===== config.mk =====
export PLATFORM = sky130hd
export DESIGN_NAME = id_bitmap_allocator_top
export DESIGN_NICKNAME = d
export VERILOG_FILES = /design/src/rtl/ibma_pkg.sv /design/src/rtl/ibma_map.sv /design/src/rtl/ibma_seq.sv /design/src/rtl/id_bitmap_allocator_top.sv
export SDC_FILE = /design/constraint.sdc
export NUM_CORES = 2
export LEC_CHECK = 0
export ABC_AREA = 1
export BUFFER_PORTS_ARGS = -buffer_cell sky130_fd_sc_hd__buf_2
export CAP_MARGIN = 20
export CORE_MARGIN = 8
export CORE_UTILIZATION = 50
export DETAILED_ROUTE_END_ITERATION = 7
export PLACE_DENSITY = 0.62
export SKIP_LAST_GASP = 1
export SLEW_MARGIN = 10
export SYNTH_ARGS = -nofsm -noshare
export SYNTH_HDL_FRONTEND = slang
export SYNTH_SLANG_ARGS = --single-unit

===== constraint.sdc =====
create_clock -name clock -period 16.22 [get_ports clock]
set_input_delay 1.622 -clock clock [delete_from_list [all_inputs] [get_ports clock]]
set_output_delay 1.622 -clock clock [all_outputs]
set_load 0.05 [all_outputs]

===== src/rtl/ibma_pkg.sv =====
// shared constants, types and helper functions of the id bitmap allocator
package ibma_pkg;

   localparam int ID_COUNT      = 1024;
   localparam int MAP_WORD_BITS = 32;
   localparam int MAP_WORDS     = (ID_COUNT + MAP_WORD_BITS - 1) / MAP_WORD_BITS;

   localparam int ID_W     = 16;
   localparam int FUNC_W   = 1;
   localparam int STATUS_W = 2;

   // bit position within a map row; rows are a power of two wide
   localparam int BIT_W   = $clog2(MAP_WORD_BITS);
   localparam int ROW_W   = (MAP_WORDS > 1) ? $clog2(MAP_WORDS) : 1;
   localparam int LIMIT_W = $clog2(ID_COUNT + 1);
   localparam int REM_W   = $clog2(((ID_COUNT > MAP_WORD_BITS) ? ID_COUNT : MAP_WORD_BITS) + 1);

   localparam logic [ID_W-1:0] FIRST_ID_RESET = ID_W'(100);

   localparam logic [FUNC_W-1:0] FUNC_ALLOC   = 1'b0;
   localparam logic [FUNC_W-1:0] FUNC_RELEASE = 1'b1;

   localparam logic [STATUS_W-1:0] STATUS_OK    = 2'd0;
   localparam logic [STATUS_W-1:0] STATUS_FULL  = 2'd1;
   localparam logic [STATUS_W-1:0] STATUS_RANGE = 2'd2;

   typedef logic [MAP_WORD_BITS-1:0] row_type;
   typedef logic [ROW_W-1:0]         row_addr_type;
   typedef logic [LIMIT_W-1:0]       limit_type;

   typedef struct packed {
      logic         rd_en;
      row_addr_type rd_addr;
      logic         wr_en;
      row_addr_type wr_addr;
      row_type      wr_data;
   } map_req_type;

   // number of slots whose id stays inside the 16-bit id space
   function automatic limit_type usable_slots(input logic [ID_W-1:0] first_id);
      logic [ID_W:0] room;
      room = (ID_W+1)'(1 << ID_W) - {1'b0, first_id};
      if (room < (ID_W+1)'(ID_COUNT)) begin
         return LIMIT_W'(room);
      end
      return LIMIT_W'(ID_COUNT);
   endfunction

   // index of the lowest set bit, zero when none is set
   function automatic logic [BIT_W-1:0] lowest_set(input row_type vec);
      logic [BIT_W-1:0] idx;
      idx = '0;
      for (int i = MAP_WORD_BITS - 1; i >= 0; i--) begin
         if (vec[i]) begin
            idx = BIT_W'(i);
         end
      end
      return idx;
   endfunction

endpackage


===== src/rtl/ibma_map.sv =====
// bitmap store: one row per address, row valid flags cleared at reset
module ibma_map (
   input  logic                 clock,
   input  logic                 reset,
   input  ibma_pkg::map_req_type req,
   output ibma_pkg::row_type    rd_row
);

   ibma_pkg::row_type                 mem [ibma_pkg::MAP_WORDS];
   logic [ibma_pkg::MAP_WORDS-1:0]    row_valid_ff;
   ibma_pkg::row_type                 rd_data_ff;
   logic                              rd_ok_ff;

   always_ff @(posedge clock) begin
      if (req.wr_en) begin
         mem[req.wr_addr] <= req.wr_data;
      end
      if (req.rd_en) begin
         rd_data_ff <= mem[req.rd_addr];
      end
   end

   // a row never written reads as all free
   always_ff @(posedge clock) begin
      if (reset) begin
         row_valid_ff <= '0;
         rd_ok_ff     <= 1'b0;
      end else begin
         if (req.wr_en) begin
            row_valid_ff[req.wr_addr] <= 1'b1;
         end
         if (req.rd_en) begin
            rd_ok_ff <= row_valid_ff[req.rd_addr];
         end
      end
   end

   assign rd_row = rd_ok_ff ? rd_data_ff : '0;

endmodule


===== src/rtl/ibma_seq.sv =====
// request sequencer: row-by-row free slot scan and release read-modify-write
module ibma_seq (
   input  logic                                  clock,
   input  logic                                  reset,
   input  logic                                  start,
   output logic                                  busy,
   input  logic [ibma_pkg::FUNC_W-1:0]           func,
   input  logic [ibma_pkg::ID_W-1:0]             release_id,
   input  logic [ibma_pkg::ID_W-1:0]             first_id,
   input  ibma_pkg::limit_type                   limit,
   output ibma_pkg::map_req_type                 map_req,
   input  ibma_pkg::row_type                     rd_row,
   output logic                                  rsp_valid,
   output logic [ibma_pkg::ID_W-1:0]             rsp_granted_id,
   output logic [ibma_pkg::STATUS_W-1:0]         rsp_status
);

   localparam logic [1:0] ST_IDLE  = 2'd0;
   localparam logic [1:0] ST_SCAN  = 2'd1;
   localparam logic [1:0] ST_CLEAR = 2'd2;

   logic [1:0]                        state_ff, state_in;
   ibma_pkg::row_addr_type            row_ff, row_in;
   logic [ibma_pkg::BIT_W-1:0]        bit_ff, bit_in;
   logic [ibma_pkg::REM_W-1:0]        remain_ff, remain_in;
   logic                              rsp_valid_ff, rsp_valid_in;
   logic [ibma_pkg::ID_W-1:0]         granted_ff, granted_in;
   logic [ibma_pkg::STATUS_W-1:0]     status_ff, status_in;

   logic [ibma_pkg::ID_W:0]           offset;
   logic                              in_range;
   ibma_pkg::row_addr_type            rel_row;
   logic [ibma_pkg::BIT_W-1:0]        rel_bit;
   ibma_pkg::row_type                 usable_mask;
   ibma_pkg::row_type                 free_bits;
   logic [ibma_pkg::BIT_W-1:0]        free_bit;
   logic                              last_row;

   // release id check: borrow means below the pool
   assign offset   = {1'b0, release_id} - {1'b0, first_id};
   assign in_range = !offset[ibma_pkg::ID_W] &&
                     (offset < (ibma_pkg::ID_W+1)'(limit));
   assign rel_row  = ibma_pkg::ROW_W'(offset[ibma_pkg::ID_W-1:0] >> ibma_pkg::BIT_W);
   assign rel_bit  = offset[ibma_pkg::BIT_W-1:0];

   // slots of the current row that lie inside the usable pool
   assign last_row    = remain_ff <= ibma_pkg::REM_W'(ibma_pkg::MAP_WORD_BITS);
   assign usable_mask = (remain_ff >= ibma_pkg::REM_W'(ibma_pkg::MAP_WORD_BITS)) ? '1 :
                        ((ibma_pkg::MAP_WORD_BITS)'(1) << remain_ff[ibma_pkg::BIT_W-1:0])
                        - (ibma_pkg::MAP_WORD_BITS)'(1);
   assign free_bits   = ~rd_row & usable_mask;
   assign free_bit    = ibma_pkg::lowest_set(free_bits);

   always_comb begin
      state_in     = state_ff;
      row_in       = row_ff;
      bit_in       = bit_ff;
      remain_in    = remain_ff;
      rsp_valid_in = 1'b0;
      granted_in   = granted_ff;
      status_in    = status_ff;
      map_req      = '0;
      unique case (state_ff)
         ST_IDLE: begin
            if (start) begin
               if (func == ibma_pkg::FUNC_ALLOC) begin
                  map_req.rd_en   = 1'b1;
                  map_req.rd_addr = '0;
                  row_in          = '0;
                  remain_in       = ibma_pkg::REM_W'(limit);
                  state_in        = ST_SCAN;
               end else if (in_range) begin
                  map_req.rd_en   = 1'b1;
                  map_req.rd_addr = rel_row;
                  row_in          = rel_row;
                  bit_in          = rel_bit;
                  state_in        = ST_CLEAR;
               end else begin
                  rsp_valid_in = 1'b1;
                  granted_in   = '0;
                  status_in    = ibma_pkg::STATUS_RANGE;
               end
            end
         end
         ST_SCAN: begin
            if (|free_bits) begin
               map_req.wr_en   = 1'b1;
               map_req.wr_addr = row_ff;
               map_req.wr_data = rd_row | ((ibma_pkg::MAP_WORD_BITS)'(1) << free_bit);
               rsp_valid_in    = 1'b1;
               granted_in      = ibma_pkg::ID_W'(first_id +
                                 ibma_pkg::ID_W'({row_ff, free_bit}));
               status_in       = ibma_pkg::STATUS_OK;
               state_in        = ST_IDLE;
            end else if (last_row) begin
               rsp_valid_in = 1'b1;
               granted_in   = '0;
               status_in    = ibma_pkg::STATUS_FULL;
               state_in     = ST_IDLE;
            end else begin
               // fetch the next row while this one is checked
               map_req.rd_en   = 1'b1;
               map_req.rd_addr = row_ff + ibma_pkg::ROW_W'(1);
               row_in          = row_ff + ibma_pkg::ROW_W'(1);
               remain_in       = remain_ff - ibma_pkg::REM_W'(ibma_pkg::MAP_WORD_BITS);
            end
         end
         ST_CLEAR: begin
            map_req.wr_en   = 1'b1;
            map_req.wr_addr = row_ff;
            map_req.wr_data = rd_row & ~((ibma_pkg::MAP_WORD_BITS)'(1) << bit_ff);
            rsp_valid_in    = 1'b1;
            granted_in      = '0;
            status_in       = ibma_pkg::STATUS_OK;
            state_in        = ST_IDLE;
         end
         default: begin
            state_in = ST_IDLE;
         end
      endcase
   end

   always_ff @(posedge clock) begin
      if (reset) begin
         state_ff     <= ST_IDLE;
         rsp_valid_ff <= 1'b0;
      end else begin
         state_ff     <= state_in;
         rsp_valid_ff <= rsp_valid_in;
      end
   end

   always_ff @(posedge clock) begin
      row_ff     <= row_in;
      bit_ff     <= bit_in;
      remain_ff  <= remain_in;
      granted_ff <= granted_in;
      status_ff  <= status_in;
   end

   assign busy           = state_ff != ST_IDLE;
   assign rsp_valid      = rsp_valid_ff;
   assign rsp_granted_id = granted_ff;
   assign rsp_status     = status_ff;

endmodule


===== src/rtl/id_bitmap_allocator_top.sv =====
// top level of the id bitmap allocator: config register, sequencer and bitmap store
//
// hands out ids first_id .. first_id + pool - 1 from a bitmap of in-use slots,
// pool = min(ID_COUNT, 65536 - first_id). a word is taken when start is high and
// busy is low; each word gives exactly one result, strobed by rsp_valid for a
// single cycle, and the receiver cannot stall it, so sample it when it shows.
// allocate scans the bitmap one row of MAP_WORD_BITS slots per cycle from the
// lowest row and stops at the first row with a free slot; a full pool answers
// once the last row of the pool is checked. release is one row read, then one
// row write; a release outside the pool is answered with no bitmap access.
// the scan rate is set by the single read port of the bitmap store. a new word can
// be taken in the very cycle the previous result is strobed. the bitmap reads as
// all free after reset with no clearing pass. first_id is taken only while busy
// and start are both low; ids handed out earlier keep their slot and take the
// new base.
module id_bitmap_allocator_top (
   input  logic                               clock,
   input  logic                               reset,
   input  logic                               start,
   output logic                               busy,
   input  logic [ibma_pkg::FUNC_W-1:0]        req_func,
   input  logic [ibma_pkg::ID_W-1:0]          req_release_id,
   output logic                               rsp_valid,
   output logic [ibma_pkg::ID_W-1:0]          rsp_granted_id,
   output logic [ibma_pkg::STATUS_W-1:0]      rsp_status,
   input  logic                               csr_valid,
   output logic                               csr_ready,
   input  logic [ibma_pkg::ID_W-1:0]          csr_first_id
);

   // base id and the matching pool size, kept together so the
   // sequencer never has to work the limit out per request
   logic [ibma_pkg::ID_W-1:0]   first_id_ff, first_id_in;
   ibma_pkg::limit_type         limit_ff, limit_in;

   ibma_pkg::map_req_type       map_req;
   ibma_pkg::row_type           rd_row;

   // config word only while no request is in flight or being taken
   assign csr_ready = !busy && !start;

   always_comb begin
      first_id_in = first_id_ff;
      limit_in    = limit_ff;
      if (csr_valid && csr_ready) begin
         first_id_in = csr_first_id;
         limit_in    = ibma_pkg::usable_slots(csr_first_id);
      end
   end

   always_ff @(posedge clock) begin
      if (reset) begin
         first_id_ff <= ibma_pkg::FIRST_ID_RESET;
         limit_ff    <= ibma_pkg::usable_slots(ibma_pkg::FIRST_ID_RESET);
      end else begin
         first_id_ff <= first_id_in;
         limit_ff    <= limit_in;
      end
   end

   // request sequencer: scan, mark and clear
   ibma_seq u_seq (
      .clock          (clock),
      .reset          (reset),
      .start          (start),
      .busy           (busy),
      .func           (req_func),
      .release_id     (req_release_id),
      .first_id       (first_id_ff),
      .limit          (limit_ff),
      .map_req        (map_req),
      .rd_row         (rd_row),
      .rsp_valid      (rsp_valid),
      .rsp_granted_id (rsp_granted_id),
      .rsp_status     (rsp_status)
   );

   // bitmap rows, registered read
   ibma_map u_map (
      .clock  (clock),
      .reset  (reset),
      .req    (map_req),
      .rd_row (rd_row)
   );

endmodule


==> results.md <==
* Postcts setup bufs at 0
* Hold buffers post-CTS at 0
* Routability cong. at about 0.94
* Mapped Area at between 40000 and 50000 sq um
* Most frequent cells in the layout: edfxtp_1, nand2_1, nor2_1
* Fmax at roughly 110 MHz
* Final Skew at 0.0294 ns
* Crit path largest cell delay at a little under 0.8 ns
* Clock transition at the registers of the reported paths at roughly 0.06 ns
* Register area share after synthesis at 0.687
* Die Y-Extent at between 300 and 400 microns
* R2R depth at 34
* Synth Area in Compound Gates at 0.144
* Ports at just under 60
* Met3 Usage GRT at 0.0377
* Clock Path Buffers at 3
* Total gr overflow at 0
* Required @ worst endpoint at between 15 and 20 ns
* Vias/cell at between 6 and 7
* ANT cells at 0
* Core area at 98400 sq um
* Layout area overhead at 11.0%
* Wire per inst at 25.8 microns
* Reg2reg setup slack at roughly 7.5 ns
* CP arrival at between 9 and 10 ns
* Global Route met2 Usage at 0.400
* Hold Crit Class: reg2reg
* Ys Warns at 0
* CTS Sinks at 1158
* Max Slew Vio Count at 0
* Slew @ Worst Pin at 1.11 ns
* Worst R2R Start: first_id_ff[0]$_SDFFE_PP0P_
* Post-DP HPWL at about 76 mm
* Headroom to the max-slew limit at 0.258
* Proportion of layout cells with a drive suffix above 1 at 0.0966
* Drt pass-1 iters at 6
* DIE AREA at roughly 110000 sq um
* Mux share of post-synthesis cell area at 0.00645
* Crit Path Class: in2reg
* Initial core utilization at 0.505
* Hold Path Origin: u_map.row_valid_ff[14]$_SDFFE_PP0P_
* Starting DRT DRC Count at 3811
* Gr busiest metal: met2
* Post-Syn Instances at ~4100
* Leakage at 17.6 nW
* Max Fanout on Critical Path at just under 80
* Maximum level of the CTS H-tree at 3
* Synth area leader: edfxtp_1
* Hold Crit Depth at 2
* Most common cell after layout, fill and taps aside: edfxtp_1
* Post-synth EDFFs at about 1100
* # rows at 115
* CP endpoint kind: flop
* Setup Viol. Count Final at 0
* Clk_lat worst skew at 0.71 ns
* Ys flop type: edfxtp_1
* First-pass GRT wire length at 207 mm
* Fin. Hold Viols at 0
* Crit share post-route at 0.578
* Cts repair resizes at 0
* Nature of the critical path startpoint: input port
* Synthesized area per cell at about 12 sq um
* Asr flop ratio synth at 0
* Status: completed
* Synthesized flop and latch total at approximately 1200
* Max Cap Viol at 0
* Area contributors post-synth: edfxtp_1, nand2_1, nor2_1, dfxtp_1, a21oi_1
* VDD IR-drop max at 0.0798 mV
* Setup TNS at 0 ns
* Post-route cell area at roughly 55000 sq um
* Crit path time final at 9.37 ns
* Antenna violations before repair at 2
* Port Buf Inserts at 57
* Area share of the leading cell type in the synthesized netlist at 0.662
* CP most frequent cell: nand2_1
* Simple-gate share of the synthesized area at 0.109
* Vias in the first global route at roughly 32000
* RSZ-0062 raised after global routing: false
* Distinct cells, synth at 52
* Synth Area in XOR/XNOR at 0.00247
* Largest net degree at the start of global routing at 219
* Total Wirelength at around 140 mm
* PD cells at roughly 110 nW/um^2
* Global-route usage over all layers at 0.254
* Total CTS buffers at about 110
* Critical Path Source: req_release_id[0]
* Met1 usage at 0.361
* TritonCTS clock tree: done
* Hold WS at ~0.47 ns
* Clk root buf: clkbuf_16
* Post-route DRC violation count at 0
* Slowest cell on the critical path: buf_4
* Routed vias at 33700
* Critical R2R Capture: u_map.rd_data_ff[0]$_DFFE_PP_
* Antenna Nets Post-Route at 0
* Dpl cell area at ~51000 sq um
* Post-synthesis adder-cell area fraction at 0.0112
* Worst hold endpoint: u_map.row_valid_ff[14]$_SDFFE_PP0P_
* Mapped Nets at 4192
* Die Span X at approximately 330 microns
* Largest family of logic cells by synthesized area: compound AO/OA/AOI/OAI gates
* Nets at about 4200
[metal layers]
layer  up-vias  routed length [microns]
li1      15300                        -
met1     16800                    60900
met2      1418                    64700
met3       262                    11300
met4         0                     4790
met5         -                        0
[synthesized netlist by cell type, types with 4 or more instances]
library cell	number
xor2_1	9
o21ai_1	125
o311ai_0	7
nand3_1	109
a32oi_1	128
nor2_4	4
o21bai_1	107
o221ai_1	32
o21ai_0	119
a21oi_1	230
o211ai_1	141
o311ai_1	96
inv_2	15
inv_1	182
o21a_1	48
a311oi_1	6
dfxtp_1	63
buf_2	79
nand4_1	45
xnor2_1	5
buf_1	7
a31oi_1	9
nor2_2	5
nand2_2	4
nand2_1	684
ha_1	43
edfxtp_1	1095
nor3_1	15
mux2i_1	32
buf_4	15
clkbuf_1	161
nor2_1	450
buf_6	6
[kinds of logic (layout without fill, tap and decap cells)]
kind of cell | after synthesis | after routing
DFF | 1158 | 1158
muxes | 32 | 32
AOI/OAI and AO/OA | 1066 | 1066
xor gates and xnor gates | 14 | 14
adders and majority gates | 44 | 44
buffers and inverters | 467 | 559
and+or+nand+nor | 1330 | 1330
[sequential cells by signal, summed over array words and instances (netlist names)]
| register | cells |
|---|---|
| u_seq.bit_ff | 5 |
| u_map.mem | 1024 |
| u_seq.rsp_valid | 1 |
| u_seq.remain_ff | 11 |
| u_seq.rsp_status | 2 |
| u_map.rd_data_ff | 32 |
| u_map.row_valid_ff | 32 |
| u_seq.rsp_granted_id | 16 |
| u_map.rd_ok_ff | 1 |
| limit_ff | 11 |
| u_seq.row_ff | 5 |
| u_seq.state_ff | 2 |
| first_id_ff | 16 |
[worst max path at each step]
stage / to / slack [ns] / cells after the start
detailed placement: u_map.rd_data_ff[0]$_DFFE_PP_ / 6.18 / 36
global route: u_map.rd_data_ff[24]$_DFFE_PP_ / 6.10 / 36
CTS: u_map.rd_data_ff[20]$_DFFE_PP_ / 6.92 / 36
global placement: u_map.rd_data_ff[20]$_DFFE_PP_ / 6.24 / 36
floorplan: u_map.rd_data_ff[0]$_DFFE_PP_ / 9.70 / 36
finish: u_map.rd_data_ff[0]$_DFFE_PP_ / 6.85 / 36
[per-stage QoR]
stage | utilization | setup WS (ns) | cells | total power [mW]
final | 0.560 | 6.85 | 5490 | 6.18
after floorplan | - | 9.70 | 4111 | 3.57
after detailed placement | 0.523 | 6.18 | 5275 | 3.67
after CTS | 0.560 | 6.92 | 5487 | 6.22
after global placement | 0.522 | 6.24 | 5269 | 3.66
after global routing | 0.560 | 6.10 | 5490 | 6.37
[critical path: cells and delay by family]
family	cells	cell delay, ns
multiplexers	1	0.26
XOR/XNOR	1	0.15
AND/OR/NAND/NOR	11	2.15
adder cells (fa/ha/maj)	3	0.80
AO/OA/AOI/OAI	12	1.89
buffers and inverters	8	2.65
[final cells by class]
type                    instances  area (sq um)
well taps                    1287          1610
flip-flops and latches       1158         34100
inverters                     199           762
multi-input cells            2486         14000
repair buffers                148          1040
clock inverters                64           593
fillers                      8157         43300
clock buffers                 148          3030
[power breakdown]
group	total, mW	switching [mW]	internal (mW)	leakage [nW]
sequential	3.30	0.0243	3.28	8.77
combinational	0.308	0.218	0.0893	7.02
clock	2.57	1.13	1.45	1.76
total	6.18	1.37	4.81	17.6
(Power assumes the default switching activity.)
